==> src/rtl/fractional_rate_resampler_assert.svh <==
// Assertion macros for the resampler; clk_i and rst_ni are taken from the
// module that uses them.
`ifndef FRACTIONAL_RATE_RESAMPLER_ASSERT_SVH
`define FRACTIONAL_RATE_RESAMPLER_ASSERT_SVH

// Same-cycle implication
`define FRR_ASSERT_NOW(lbl, ante, cons, msg) \
  lbl: assert property (@(posedge clk_i) disable iff (!rst_ni) (ante) |-> (cons)) \
    else $error(msg);

// Next-cycle implication
`define FRR_ASSERT_NEXT(lbl, ante, cons, msg) \
  lbl: assert property (@(posedge clk_i) disable iff (!rst_ni) (ante) |=> (cons)) \
    else $error(msg);

`endif

==> src/rtl/frr_pkg.sv <==
// ----------------------------------------------------------------------------
// frr_pkg
// Shared codes, fixed widths and types of the fractional rate resampler.
// ----------------------------------------------------------------------------
package frr_pkg;

  // Fixed field widths
  localparam int RateW   = 24;
  localparam int InvW    = 32;
  localparam int PhaseInW = 20;
  localparam int InterpBits = 20;

  // Request actions
  localparam logic [1:0] ACT_PUSH  = 2'd0;
  localparam logic [1:0] ACT_PHASE = 2'd1;
  localparam logic [1:0] ACT_CLEAR = 2'd2;
  localparam logic [1:0] ACT_NONE  = 2'd3;

  // Register indexes
  localparam logic [1:0] REG_RATE = 2'd0;
  localparam logic [1:0] REG_INV  = 2'd1;
  localparam logic [1:0] REG_MODE = 2'd2;

  // Interpolation modes
  localparam logic MODE_LINEAR  = 1'b0;
  localparam logic MODE_HERMITE = 1'b1;

  typedef struct packed {
    logic [RateW-1:0] rate;
    logic [InvW-1:0]  inv;
    logic             mode;
  } frr_cfg_t;

endpackage

==> src/rtl/frr_fifo.sv <==
// ----------------------------------------------------------------------------
// frr_fifo
// Small register queue with combinational head read.
// ----------------------------------------------------------------------------
module frr_fifo #(
  parameter int Width = 8,
  parameter int Depth = 2
) (
  input  logic             clk_i,
  input  logic             rst_ni,
  input  logic             wr_en_i,
  input  logic [Width-1:0] wr_data_i,
  output logic             full_o,
  input  logic             rd_en_i,
  output logic [Width-1:0] rd_data_o,
  output logic             empty_o
);
  localparam int PtrW = (Depth > 1) ? $clog2(Depth) : 1;
  localparam int CntW = $clog2(Depth + 1);

  logic [Width-1:0] mem_q [Depth];
  logic [PtrW-1:0]  wr_ptr_q, rd_ptr_q;
  logic [CntW-1:0]  cnt_q;
  logic             do_wr, do_rd;

  assign full_o    = (cnt_q == CntW'(Depth));
  assign empty_o   = (cnt_q == '0);
  assign do_wr     = wr_en_i && !full_o;
  assign do_rd     = rd_en_i && !empty_o;
  assign rd_data_o = mem_q[rd_ptr_q];

  // Store entries
  always_ff @(posedge clk_i) begin
    if (do_wr) begin
      mem_q[wr_ptr_q] <= wr_data_i;
    end
  end

  // Advance pointers and count
  always_ff @(posedge clk_i or negedge rst_ni) begin
    if (!rst_ni) begin
      wr_ptr_q <= '0;
      rd_ptr_q <= '0;
      cnt_q    <= '0;
    end else begin
      if (do_wr) begin
        wr_ptr_q <= (wr_ptr_q == PtrW'(Depth - 1)) ? '0 : wr_ptr_q + 1'b1;
      end
      if (do_rd) begin
        rd_ptr_q <= (rd_ptr_q == PtrW'(Depth - 1)) ? '0 : rd_ptr_q + 1'b1;
      end
      if (do_wr && !do_rd) begin
        cnt_q <= cnt_q + 1'b1;
      end else if (do_rd && !do_wr) begin
        cnt_q <= cnt_q - 1'b1;
      end
    end
  end
endmodule

==> src/rtl/frr_front.sv <==
// ----------------------------------------------------------------------------
// frr_front
// Accepts requests, keeps history and phase, and issues interpolation jobs.
// ----------------------------------------------------------------------------
module frr_front import frr_pkg::*; #(
  parameter int MaxOutputs    = 16,
  parameter int SampleWidth   = 24,
  parameter int PhaseFracBits = 20,
  parameter int CntW          = 5,
  parameter int JobW          = 8
) (
  input  logic                   clk_i,
  input  logic                   rst_ni,
  input  frr_cfg_t               cfg_i,
  input  logic                   push,
  output logic                   full,
  input  logic [1:0]             action_i,
  input  logic [SampleWidth-1:0] sample_in_i,
  input  logic [PhaseInW-1:0]    phase_value_i,
  output logic                   job_push_o,
  output logic [JobW-1:0]        job_data_o,
  input  logic                   job_full_i
);
  localparam int W   = SampleWidth;
  localparam int P   = PhaseFracBits;
  localparam int FW  = P + 1;
  localparam int PSW = ((P > RateW) ? P : RateW) + 1;
  localparam int MW  = FW + InvW;
  localparam logic [FW-1:0] F_ONE = {1'b1, {P{1'b0}}};

  logic [W-1:0]    hist_q [4];
  logic [1:0]      newest_q;
  logic [P-1:0]    phase_q;
  logic            pend_q;
  logic [MW-1:0]   prod_q;
  logic [CntW-1:0] n_q;
  logic [4*W-1:0]  ys_q;

  logic            accept;
  logic [1:0]      idx_new, idx_y0, idx_y1;
  logic [PSW-1:0]  psum, whole;
  logic [CntW-1:0] n_d;
  logic [FW-1:0]   diff, base;
  logic [MW-1:0]   bsh;

  assign full       = pend_q;
  assign accept     = push && !pend_q;
  assign idx_new    = newest_q + 2'd1;
  assign idx_y0     = newest_q + 2'd2;
  assign idx_y1     = newest_q + 2'd3;
  assign psum       = PSW'(phase_q) + PSW'(cfg_i.rate);
  assign whole      = psum >> P;
  assign n_d        = (whole > PSW'(MaxOutputs)) ? CntW'(MaxOutputs) : CntW'(whole);
  assign diff       = F_ONE - FW'(phase_q);
  assign bsh        = prod_q >> P;
  assign base       = (bsh > MW'(F_ONE)) ? F_ONE : bsh[FW-1:0];
  assign job_push_o = pend_q && !job_full_i;
  assign job_data_o = {n_q, base, ys_q};

  // Hold job operands
  always_ff @(posedge clk_i) begin
    if (accept && action_i == ACT_PUSH) begin
      prod_q <= MW'(diff) * MW'(cfg_i.inv);
      n_q    <= n_d;
      ys_q   <= {sample_in_i, hist_q[newest_q], hist_q[idx_y1], hist_q[idx_y0]};
    end
  end

  // Update history, phase and pending job
  always_ff @(posedge clk_i or negedge rst_ni) begin
    if (!rst_ni) begin
      for (int i = 0; i < 4; i++) begin
        hist_q[i] <= '0;
      end
      newest_q <= '0;
      phase_q  <= '0;
      pend_q   <= 1'b0;
    end else begin
      if (job_push_o) begin
        pend_q <= 1'b0;
      end
      if (accept) begin
        unique case (action_i)
          ACT_PUSH: begin
            newest_q        <= idx_new;
            hist_q[idx_new] <= sample_in_i;
            phase_q         <= psum[P-1:0];
            pend_q          <= (n_d != '0);
          end
          ACT_PHASE: begin
            phase_q <= P'(phase_value_i);
          end
          ACT_CLEAR: begin
            for (int i = 0; i < 4; i++) begin
              hist_q[i] <= '0;
            end
            newest_q <= '0;
          end
          default: begin
          end
        endcase
      end
    end
  end
endmodule

==> src/rtl/frr_back.sv <==
// ----------------------------------------------------------------------------
// frr_back
// Runs each job: steps the fraction and evaluates one output at a time.
// ----------------------------------------------------------------------------
module frr_back import frr_pkg::*; #(
  parameter int SampleWidth   = 24,
  parameter int PhaseFracBits = 20,
  parameter int CntW          = 5,
  parameter int JobW          = 8
) (
  input  logic                 clk_i,
  input  logic                 rst_ni,
  input  frr_cfg_t             cfg_i,
  input  logic                 job_empty_i,
  input  logic [JobW-1:0]      job_data_i,
  output logic                 job_pop_o,
  output logic                 res_push_o,
  output logic [SampleWidth:0] res_data_o,
  input  logic                 res_full_i
);
  localparam int W    = SampleWidth;
  localparam int P    = PhaseFracBits;
  localparam int FW   = P + 1;
  localparam int AW   = W + 6;
  localparam int PRW  = AW + InterpBits + 2;
  localparam int SH_R = (P >= InterpBits) ? P - InterpBits : 0;
  localparam int SH_L = (P >= InterpBits) ? 0 : InterpBits - P;
  localparam int FXW  = FW + SH_L;
  localparam int FSW  = ((FW > InvW) ? FW : InvW) + 1;
  localparam logic [FW-1:0] F_ONE = {1'b1, {P{1'b0}}};
  localparam logic signed [AW-1:0] SMAX = {{(AW-W+1){1'b0}}, {(W-1){1'b1}}};
  localparam logic signed [AW-1:0] SMIN = ~SMAX;

  localparam logic [1:0] ST_IDLE = 2'd0;
  localparam logic [1:0] ST_MUL  = 2'd1;
  localparam logic [1:0] ST_ADD  = 2'd2;
  localparam logic [1:0] ST_EMIT = 2'd3;

  logic [1:0]             state_q;
  logic [1:0]             step_q;
  logic [CntW-1:0]        cnt_q;
  logic [FW-1:0]          f_q;
  logic signed [AW-1:0]   acc_q, init_q;
  logic signed [AW-1:0]   add_q [3];
  logic signed [PRW-1:0]  prod_q;

  logic [W-1:0]           y0, y1, y2, y3;
  logic signed [AW-1:0]   e0, e1, e2, e3, d12;
  logic signed [AW-1:0]   init_d, add0_d, add1_d, add2_d;
  logic [CntW-1:0]        job_n;
  logic [FW-1:0]          job_base;
  logic [FXW-1:0]         fx;
  logic [InterpBits:0]    fi;
  logic signed [PRW-1:0]  sh;
  logic [FSW-1:0]         fsum;
  logic signed [AW-1:0]   res;
  logic [W-1:0]           sat;
  logic [1:0]             last_step;

  assign {job_n, job_base, y3, y2, y1, y0} = job_data_i;

  // Form coefficients from the job's four samples
  assign e0  = AW'($signed(y0));
  assign e1  = AW'($signed(y1));
  assign e2  = AW'($signed(y2));
  assign e3  = AW'($signed(y3));
  assign d12 = e1 - e2;
  always_comb begin
    if (cfg_i.mode == MODE_HERMITE) begin
      init_d = (e3 - e0) + (d12 <<< 1) + d12;
      add0_d = (e0 <<< 1) - (e1 <<< 2) - e1 + (e2 <<< 2) - e3;
      add1_d = e2 - e0;
      add2_d = e1 <<< 1;
    end else begin
      init_d = e3 - e2;
      add0_d = e2;
      add1_d = '0;
      add2_d = '0;
    end
  end

  // Bring the fraction to the interpolator's scale
  assign fx        = (FXW'(f_q) << SH_L) >> SH_R;
  assign fi        = fx[InterpBits:0];
  assign sh        = prod_q >>> InterpBits;
  assign fsum      = FSW'(f_q) + FSW'(cfg_i.inv);
  assign last_step = (cfg_i.mode == MODE_HERMITE) ? 2'd2 : 2'd0;

  // Halve the Hermite sum and saturate
  assign res = (cfg_i.mode == MODE_HERMITE) ? (acc_q >>> 1) : acc_q;
  always_comb begin
    priority if (res > SMAX) begin
      sat = SMAX[W-1:0];
    end else if (res < SMIN) begin
      sat = SMIN[W-1:0];
    end else begin
      sat = res[W-1:0];
    end
  end

  assign job_pop_o  = (state_q == ST_IDLE) && !job_empty_i;
  assign res_push_o = (state_q == ST_EMIT) && !res_full_i;
  assign res_data_o = {sat, cnt_q == CntW'(1)};

  // Datapath registers
  always_ff @(posedge clk_i) begin
    unique case (state_q)
      ST_IDLE: begin
        if (job_pop_o) begin
          init_q   <= init_d;
          add_q[0] <= add0_d;
          add_q[1] <= add1_d;
          add_q[2] <= add2_d;
          acc_q    <= init_d;
          f_q      <= job_base;
        end
      end
      ST_MUL: begin
        prod_q <= acc_q * $signed({1'b0, fi});
      end
      ST_ADD: begin
        acc_q <= $signed(sh[AW-1:0]) + add_q[step_q];
      end
      ST_EMIT: begin
        if (res_push_o) begin
          acc_q <= init_q;
          f_q   <= (fsum > FSW'(F_ONE)) ? F_ONE : fsum[FW-1:0];
        end
      end
      default: begin
      end
    endcase
  end

  // Sequence the steps of each output
  always_ff @(posedge clk_i or negedge rst_ni) begin
    if (!rst_ni) begin
      state_q <= ST_IDLE;
      step_q  <= '0;
      cnt_q   <= '0;
    end else begin
      unique case (state_q)
        ST_IDLE: begin
          if (job_pop_o) begin
            cnt_q   <= job_n;
            step_q  <= '0;
            state_q <= ST_MUL;
          end
        end
        ST_MUL: begin
          state_q <= ST_ADD;
        end
        ST_ADD: begin
          if (step_q == last_step) begin
            state_q <= ST_EMIT;
          end else begin
            step_q  <= step_q + 2'd1;
            state_q <= ST_MUL;
          end
        end
        ST_EMIT: begin
          if (res_push_o) begin
            cnt_q   <= cnt_q - 1'b1;
            step_q  <= '0;
            state_q <= (cnt_q == CntW'(1)) ? ST_IDLE : ST_MUL;
          end
        end
        default: begin
          state_q <= ST_IDLE;
        end
      endcase
    end
  end
endmodule

==> src/rtl/fractional_rate_resampler.sv <==
// Fractional rate resampler. Each push request stores a sample, adds the rate
// to the phase and yields zero to MAX_OUTPUTS interpolated outputs, the last
// one flagged by last_of_run_o; set-phase and clear requests yield none. The
// front end takes one request a cycle while no job is pending; a push that
// yields outputs registers the start-fraction product and holds full until
// the job is handed on to the job queue. The back end evaluates outputs one
// at a time through a single shared multiplier, stepping multiply and add
// states once in linear mode and once per added coefficient in Hermite mode,
// then an emit state. A two-entry job queue and a two-entry result queue let
// both sides stall independently.
// ----------------------------------------------------------------------------
// fractional_rate_resampler
// Top level: configuration registers, front end, job queue, back end, results.
// ----------------------------------------------------------------------------
`include "fractional_rate_resampler_assert.svh"

module fractional_rate_resampler import frr_pkg::*; #(
  parameter int MAX_OUTPUTS     = 16,
  parameter int SAMPLE_WIDTH    = 24,
  parameter int PHASE_FRAC_BITS = 20
) (
  input  logic                    clk_i,
  input  logic                    rst_ni,
  input  logic                    cfg_we_i,
  input  logic [1:0]              cfg_idx_i,
  input  logic [InvW-1:0]         cfg_wdata_i,
  input  logic                    push,
  output logic                    full,
  input  logic [1:0]              action_i,
  input  logic [SAMPLE_WIDTH-1:0] sample_in_i,
  input  logic [PhaseInW-1:0]     phase_value_i,
  output logic                    empty,
  input  logic                    pop,
  output logic [SAMPLE_WIDTH-1:0] sample_out_o,
  output logic                    last_of_run_o
);
  localparam int CntW = $clog2(MAX_OUTPUTS + 1);
  localparam int JobW = CntW + PHASE_FRAC_BITS + 1 + 4 * SAMPLE_WIDTH;

  frr_cfg_t              cfg_q;
  logic                  job_push, job_full, job_pop, job_empty;
  logic [JobW-1:0]       job_wdata, job_rdata;
  logic                  res_push, res_full;
  logic [SAMPLE_WIDTH:0] res_wdata, res_rdata;

  // Write configuration registers
  always_ff @(posedge clk_i or negedge rst_ni) begin
    if (!rst_ni) begin
      cfg_q.rate <= RateW'(1048576);
      cfg_q.inv  <= InvW'(1048576);
      cfg_q.mode <= MODE_HERMITE;
    end else if (cfg_we_i) begin
      unique case (cfg_idx_i)
        REG_RATE: cfg_q.rate <= cfg_wdata_i[RateW-1:0];
        REG_INV:  cfg_q.inv  <= cfg_wdata_i;
        REG_MODE: cfg_q.mode <= cfg_wdata_i[0];
        default: begin
        end
      endcase
    end
  end

  frr_front #(
    .MaxOutputs   (MAX_OUTPUTS),
    .SampleWidth  (SAMPLE_WIDTH),
    .PhaseFracBits(PHASE_FRAC_BITS),
    .CntW         (CntW),
    .JobW         (JobW)
  ) u_front (
    .clk_i        (clk_i),
    .rst_ni       (rst_ni),
    .cfg_i        (cfg_q),
    .push         (push),
    .full         (full),
    .action_i     (action_i),
    .sample_in_i  (sample_in_i),
    .phase_value_i(phase_value_i),
    .job_push_o   (job_push),
    .job_data_o   (job_wdata),
    .job_full_i   (job_full)
  );

  frr_fifo #(.Width(JobW), .Depth(2)) u_job_q (
    .clk_i    (clk_i),
    .rst_ni   (rst_ni),
    .wr_en_i  (job_push),
    .wr_data_i(job_wdata),
    .full_o   (job_full),
    .rd_en_i  (job_pop),
    .rd_data_o(job_rdata),
    .empty_o  (job_empty)
  );

  frr_back #(
    .SampleWidth  (SAMPLE_WIDTH),
    .PhaseFracBits(PHASE_FRAC_BITS),
    .CntW         (CntW),
    .JobW         (JobW)
  ) u_back (
    .clk_i      (clk_i),
    .rst_ni     (rst_ni),
    .cfg_i      (cfg_q),
    .job_empty_i(job_empty),
    .job_data_i (job_rdata),
    .job_pop_o  (job_pop),
    .res_push_o (res_push),
    .res_data_o (res_wdata),
    .res_full_i (res_full)
  );

  frr_fifo #(.Width(SAMPLE_WIDTH + 1), .Depth(2)) u_res_q (
    .clk_i    (clk_i),
    .rst_ni   (rst_ni),
    .wr_en_i  (res_push),
    .wr_data_i(res_wdata),
    .full_o   (res_full),
    .rd_en_i  (pop),
    .rd_data_o(res_rdata),
    .empty_o  (empty)
  );

  assign sample_out_o  = res_rdata[SAMPLE_WIDTH:1];
  assign last_of_run_o = res_rdata[0];

  // Checks
  `FRR_ASSERT_NOW(a_job_no_overflow, job_push, !job_full, "job pushed into full queue")
  `FRR_ASSERT_NOW(a_res_no_overflow, res_push, !res_full, "result pushed into full queue")
  `FRR_ASSERT_NEXT(a_ctrl_no_stall, push && !full && action_i != ACT_PUSH, !full,
    "non-sample request stalled the front end")
endmodule

==> config.mk <==
export PLATFORM = sky130hd
export DESIGN_NAME = fractional_rate_resampler
export DESIGN_NICKNAME = d
export VERILOG_FILES = /design/src/rtl/frr_pkg.sv /design/src/rtl/frr_fifo.sv /design/src/rtl/frr_front.sv /design/src/rtl/frr_back.sv /design/src/rtl/fractional_rate_resampler.sv
export VERILOG_INCLUDE_DIRS = /design/src /design/src/rtl
export SDC_FILE = /design/constraint.sdc
export NUM_CORES = 2
export LEC_CHECK = 0
export BUFFER_PORTS_ARGS = -buffer_cell sky130_fd_sc_hd__buf_2
export CAP_MARGIN = 15
export CORE_MARGIN = 1
export CORE_UTILIZATION = 45
export CTS_CLUSTER_DIAMETER = 80
export DETAILED_ROUTE_END_ITERATION = 16
export GPL_ROUTABILITY_DRIVEN = 0
export HOLD_SLACK_MARGIN = 0.12
export MAX_ROUTING_LAYER = met4
export PLACE_DENSITY = 0.67
export SYNTH_ARGS = -nofsm -noshare
export SYNTH_HDL_FRONTEND = slang
export SYNTH_SLANG_ARGS = --single-unit
==> constraint.sdc <==
create_clock -name clk_i -period 9.7 [get_ports clk_i]
set_clock_uncertainty 0.15 [all_clocks]
set_input_delay 0.485 -clock clk_i [delete_from_list [all_inputs] [get_ports clk_i]]
set_output_delay 0.485 -clock clk_i [all_outputs]
set_load 0.02 [all_outputs]
Word level (Yosys, flattened, before mapping)
Memories as Yosys holds them, arrays and structs flattened. Index checks and enable logic that the tools add are counted.

Flip-flop bits (word level): 478. Memory bits (writable): 384. Bits of input ports: 85. Output and inout bits: 27. Memories: 3.

Memory list: u_job_q.mem_q (depth 2, width 122, read ports 1, clocked after memory_dff 0, wr ports 1, line frr_fifo.sv:21) `logic [Width-1:0] mem_q [Depth];`; u_back.add_q (depth 3, width 30, read ports 1, clocked after memory_dff 0, wr ports 3, line frr_back.sv:44) `logic signed [AW-1:0] add_q [3];`; u_res_q.mem_q (depth 2, width 25, read ports 1, clocked after memory_dff 0, wr ports 1, line frr_fifo.sv:21).

Add/sub/neg operators: 27. Multiply operators: 2. $lt $le $gt $ge: 10. Eq/ne operators: 14. Mux-type cells: 62. Bitwise logic cells: 4. Reductions and logical operators: 45.

Operator list (number): $mux W24 (9); $pmux W96 S2 (1); $mux W30 (6); $bmux W24 S2 (3); $sub A24 B24 Y25 (4); $bwmux W96 (1); $add A30 B30 Y30 (3); $pmux W30 S3 (1); $mux W21 (4); $gt A33 B21 Y1 const B (2); $mul A21 B32 Y53 (1); $mul A30 B22 Y50 (1); $demux W24 S2 (1); $pmux W21 S2 (1); $pmux W20 S2 (1); $add A21 B32 Y33 (1); $add A30 B26 Y30 (1); $gt A30 B24 Y1 const B (1); $lt A30 B24 Y1 const B (1); $sub A30 B24 Y30 (1); $mux W29 (1); $sub A27 B24 Y28 (1); $sub A25 B26 Y27 (1); $add A20 B24 Y25 (1); 32 further kinds (116).

Depth between registers and ports, before layout
Word-level depth: 8. Mapped depth: 36.

Cells and area by module
Synthesis repeated with hierarchy kept, for this count alone.

Cell total of the unflattened synthesis: 8357. Area, all modules: 87664.1 um^2.

By module, submodules not included: frr_back (instances 1, cells an instance 4400, area an instance 41359.7 um^2); frr_front (instances 1, cells an instance 3339, area an instance 32738.9 um^2); frr_fifo (u_job_q) (instances 1, cells an instance 399, area an instance 9290.2 um^2); fractional_rate_resampler (instances 1, cells an instance 122, area an instance 2173.3 um^2); frr_fifo (u_res_q) (instances 1, cells an instance 97, area an instance 2102.0 um^2).

Worst setup path before layout
No wires, ideal clock.

Kind: reg-to-reg. From: register u_front.phase_q[0]. To: register u_front.prod_q[52], data pin. Library setup time: 0.260 ns. Arrival time: 8.236 ns. Slack: 1.054 ns. Cell stages (with the launch flop): 35. Buffers on the path: 3. Clock period less this slack: 8.646 ns. Cells stage by stage: dfrtp_1 -> clkbuf_1 -> inv_1 -> ha_1 -> nand2_1 -> nor3_1 -> nand2b_1 -> or4_1 -> clkbuf_1 -> nor3_1 -> xnor2_1 -> clkbuf_1 -> nand2_1 -> fa_1 -> inv_1 -> fa_1 -> fa_1 -> fa_1 -> fa_1 -> fa_1 -> inv_1 -> fa_1 -> inv_1 -> ha_1 -> inv_1 -> o21bai_1 -> a21o_1 -> nor2_1 -> a221oi_1 -> nand2_1 -> o31ai_1 -> a21oi_1 -> o311ai_1 -> a21oi_1 -> xnor2_1.

Cells in the longest elaborated chain, start to end: 2.

Ends and longest elaborated chain: start: declaration (line frr_front.sv:33) `logic [P-1:0] phase_q;`; start signal: assignment (line frr_front.sv:87) `phase_q <= psum[P-1:0];`; start signal: assignment (line frr_front.sv:91) `phase_q <= P'(phase_value_i);`; $sub A21 B20 Y21 (line frr_front.sv:54) `assign diff = F_ONE - FW'(phase_q);`; $mul A21 B32 Y53 (line frr_front.sv:63) `prod_q <= MW'(diff) * MW'(cfg_i.inv);`; end signal: assignment (line frr_front.sv:63); end: declaration (line frr_front.sv:35) `logic [MW-1:0] prod_q;`.

Every way passes these cells. A chain may end at the register's enable or synchronous reset.

Worst setup path in the final report
From: register u_front.phase_q[2]. To: register u_front.prod_q[52], data pin.

Same word-level chain as after synthesis.

==> impl_metrics.json <==
{
  "multi_input_area_mm2": 0.0573,
  "regArea_mm2": 0.0234,
  "via_per_inst": 5.41,
  "netlist_top_cells_count": "inv_1 (1514), fa_1 (1264), nand2_1 (1234), edfxtp_1 (618), ha_1 (551)",
  "die_w_um": 443,
  "num_rows": 161,
  "h-tree-depth": 3,
  "tightest_slew_ps": 1230,
  "rsz0062_at_grt": "false",
  "yosysTopAreaCell": "fa_1",
  "path_depth": 29,
  "crit_slowest_cell": "or4_1",
  "vias": 60800,
  "grt_usage_pct": 23.5,
  "synth_edf_count": 618,
  "yosysSeqAreaShare_pct": 26.7,
  "die_h_um": 443,
  "cts.sinks": 811,
  "drive_gt1_share_pct": 7.92,
  "critical_path.endpoint": "u_front.prod_q[52]$_DFFE_PP_",
  "finalCritPeriodShare_pct": 96.0,
  "drv_cap": 0,
  "async_reset_ff_share_pct": 23.8,
  "slew_headroom_pct": 18.1,
  "post-dp-hpwl_um": 169000,
  "final_nets": 10600,
  "wl_per_cell_um": 19.4,
  "num-fill-cells": 17300,
  "drt_iter0_drc": 4393,
  "layout-area-overhead-vs-synth_pct": 8.63,
  "clock-root-buffer": "clkbuf_16",
  "syn-num-nets": 10500,
  "clockBufferDepth": 3,
  "rrSetupSlack_ps": 390,
  "grt_pass1_wl_um": 355000,
  "clk_latency_ps": 700,
  "synth_top_cell_area_share_pct": 28.9,
  "fmax_mhz": 107,
  "reg2reg_depth": 29,
  "numCtsBuffers": 83,
  "syn-cell-area_mm2": 0.0876,
  "portBuffers": 111,
  "reg2reg_to": "u_front.prod_q[52]$_DFFE_PP_",
  "drt_pass1_iterations": 6,
  "crit_path_start": "u_front.phase_q[2]$_DFFE_PN0P_",
  "drc": 0,
  "final.min_clock_period_ps": 9310,
  "yosysWarnings": 0,
  "grt_max_degree": 79,
  "crit_buf_inv": 4,
  "clk_pin_slew_ps": 70,
  "run_status": "finished, final reports clean",
  "ys_types": 88,
  "cpPeakStageDelay_ps": 570,
  "dieArea_mm2": 0.196,
  "fp.coreArea_mm2": 0.193,
  "grt_pass1_vias": 65500,
  "synth_most_common_cell": "inv_1",
  "worst_setup_path_start_kind": "flop",
  "postCtsSetupRepairBufs": 0,
  "syn_area_per_cell_um2": 10.2,
  "report.final.slew_viol_count": 0,
  "cts_tree": "built",
  "ant_nets": 0,
  "crit_family": "adder cells",
  "antenna_found_initial": 6,
  "ys_ff_latch": 811,
  "hold_path_class": "input pin to flop",
  "globalRouteOverflowTotal": 0,
  "cpMostUsedCell": "fa_1",
  "crit_fanout": 22,
  "r2r-start": "u_front.phase_q[2]$_DFFE_PN0P_",
  "end_kind": "flop",
  "pin_count": 112,
  "final-setup-viol-count": 0,
  "critPathKind": "flop to flop",
  "syn_inst": 8604,
  "worst_slack_ps": 385,
  "cp.arrival_ps": 9620,
  "dp_slack_ps": -222,
  "routed_wl_um": 218000,
  "start_util_pct": 45.4,
  "final_hold_viol_count": 0,
  "synth_area_leaders": "fa_1 (29%), edfxtp_1 (21%), ha_1 (7.9%)",
  "synthFlopType": "edfxtp_1",
  "required_ps": 10010
}
per-stage QoR:
stage	TNS (ps)	util, %	std cells	hold WS (ps)	instance area, µm²
global route	0	49.3	11300	266	95100
finish	0	49.3	11300	237	95100
floorplan	0	-	8604	39.4	87600
detailed placement	-563	47.3	11000	280	91400
global placement	-3.95	47.3	11000	273	91300
CTS	0	49.2	11200	186	94900
kinds of logic after synthesis:
family | count (synthesis) | synth area share, %
multiplexers | 330 | 4.95
flip-flops | 811 | 26.7
AND/OR/NAND/NOR | 2347 | 12.5
buffers and inverters | 1915 | 8.22
adder cells (fa/ha/maj) | 1815 | 36.8
AO/OA/AOI/OAI | 1086 | 7.88
XOR/XNOR | 300 | 3.00
worst reg2reg max path, delay by kind of cell, from the launching register on:
kind / cells / cell delay (ps)
AO/OA/AOI/OAI: 8 / 1600
adder cells (fa/ha/maj): 8 / 3700
flip-flops: 1 / 460
AND/OR/NAND/NOR: 7 / 2210
buffers and inverters: 4 / 620
XOR/XNOR: 2 / 390
timing repair:
action / in CTS / in global routing
gates cloned: 0 / 0
hold endpoints to repair: 257 / 0
setup endpoints to repair: 7 / 17
hold buffers: 81 / 0
gates resized for setup: 4 / 18
worst min path at each step:
| stage | cells after the start | slack, ps | to | startpoint |
|---|---|---|---|---|
| after global placement | 0 | 270 | u_job_q.mem_q[0][24]$_DFFE_PP_ | u_front.ys_q[24]$_DFFE_PP_ |
| after floorplan | 0 | 40 | cfg_q[10]$_DFFE_PN0P_ | rst_ni |
| final | 3 | 240 | u_front.newest_q[1]$_DFFE_PN0P_ | action_i[1] |
| after global routing | 3 | 270 | u_front.newest_q[1]$_DFFE_PN0P_ | action_i[1] |
| after detailed placement | 0 | 280 | u_job_q.mem_q[0][39]$_DFFE_PP_ | u_front.ys_q[39]$_DFFE_PP_ |
| after CTS | 3 | 190 | u_front.newest_q[1]$_DFFE_PN0P_ | action_i[1] |
sequential cells by signal, indices dropped and copies added (netlist names), 5 cells and up:
register         flops
cfg_q               57
u_back.acc_q        30
u_back.add_q        79
u_back.cnt_q         5
u_back.f_q          21
u_back.init_q       30
u_back.prod_q       30
u_front.hist_q      96
u_front.n_q          5
u_front.phase_q     20
u_front.prod_q      33
u_front.ys_q        96
u_job_q.mem_q      244
u_res_q.mem_q       50
cells in the final DEF, fill, tap and decap left out, types with 176 or more instances in the layout:
cell and count:
a21oi_1 274, and2_1 499, dfrtp_1 187, edfxtp_1 618, fa_1 1264, ha_1 550, inv_1 1513, nand2_1 1234
nor2_1 230, o21ai_0 323, xnor2_1 176
layout make-up:
cell class / count / share of cell area (%)
Multi-Input combinational cell: 5878 / 60.3
Sequential cell: 811 / 24.6
Inverter: 1515 / 5.98
Tap cell: 2526 / 3.32
Timing Repair Buffer: 367 / 2.94
Clock buffer: 104 / 2.32
Clock inverter: 47 / 0.562
Antenna cell: 4 / 0.0105
layer usage:
metal  up-vias  track usage, %  part of all wire, %
met5         -               -                    0
met3       428            2.86                  6.0
met2      1887            38.1                   48
li1      27600               -                    -
met4         0            8.53                  3.8
met1     30900            30.3                   42
Power is not shown: default switching activity piles up to over one toggle a cycle in this logic, so the estimate is an artifact.
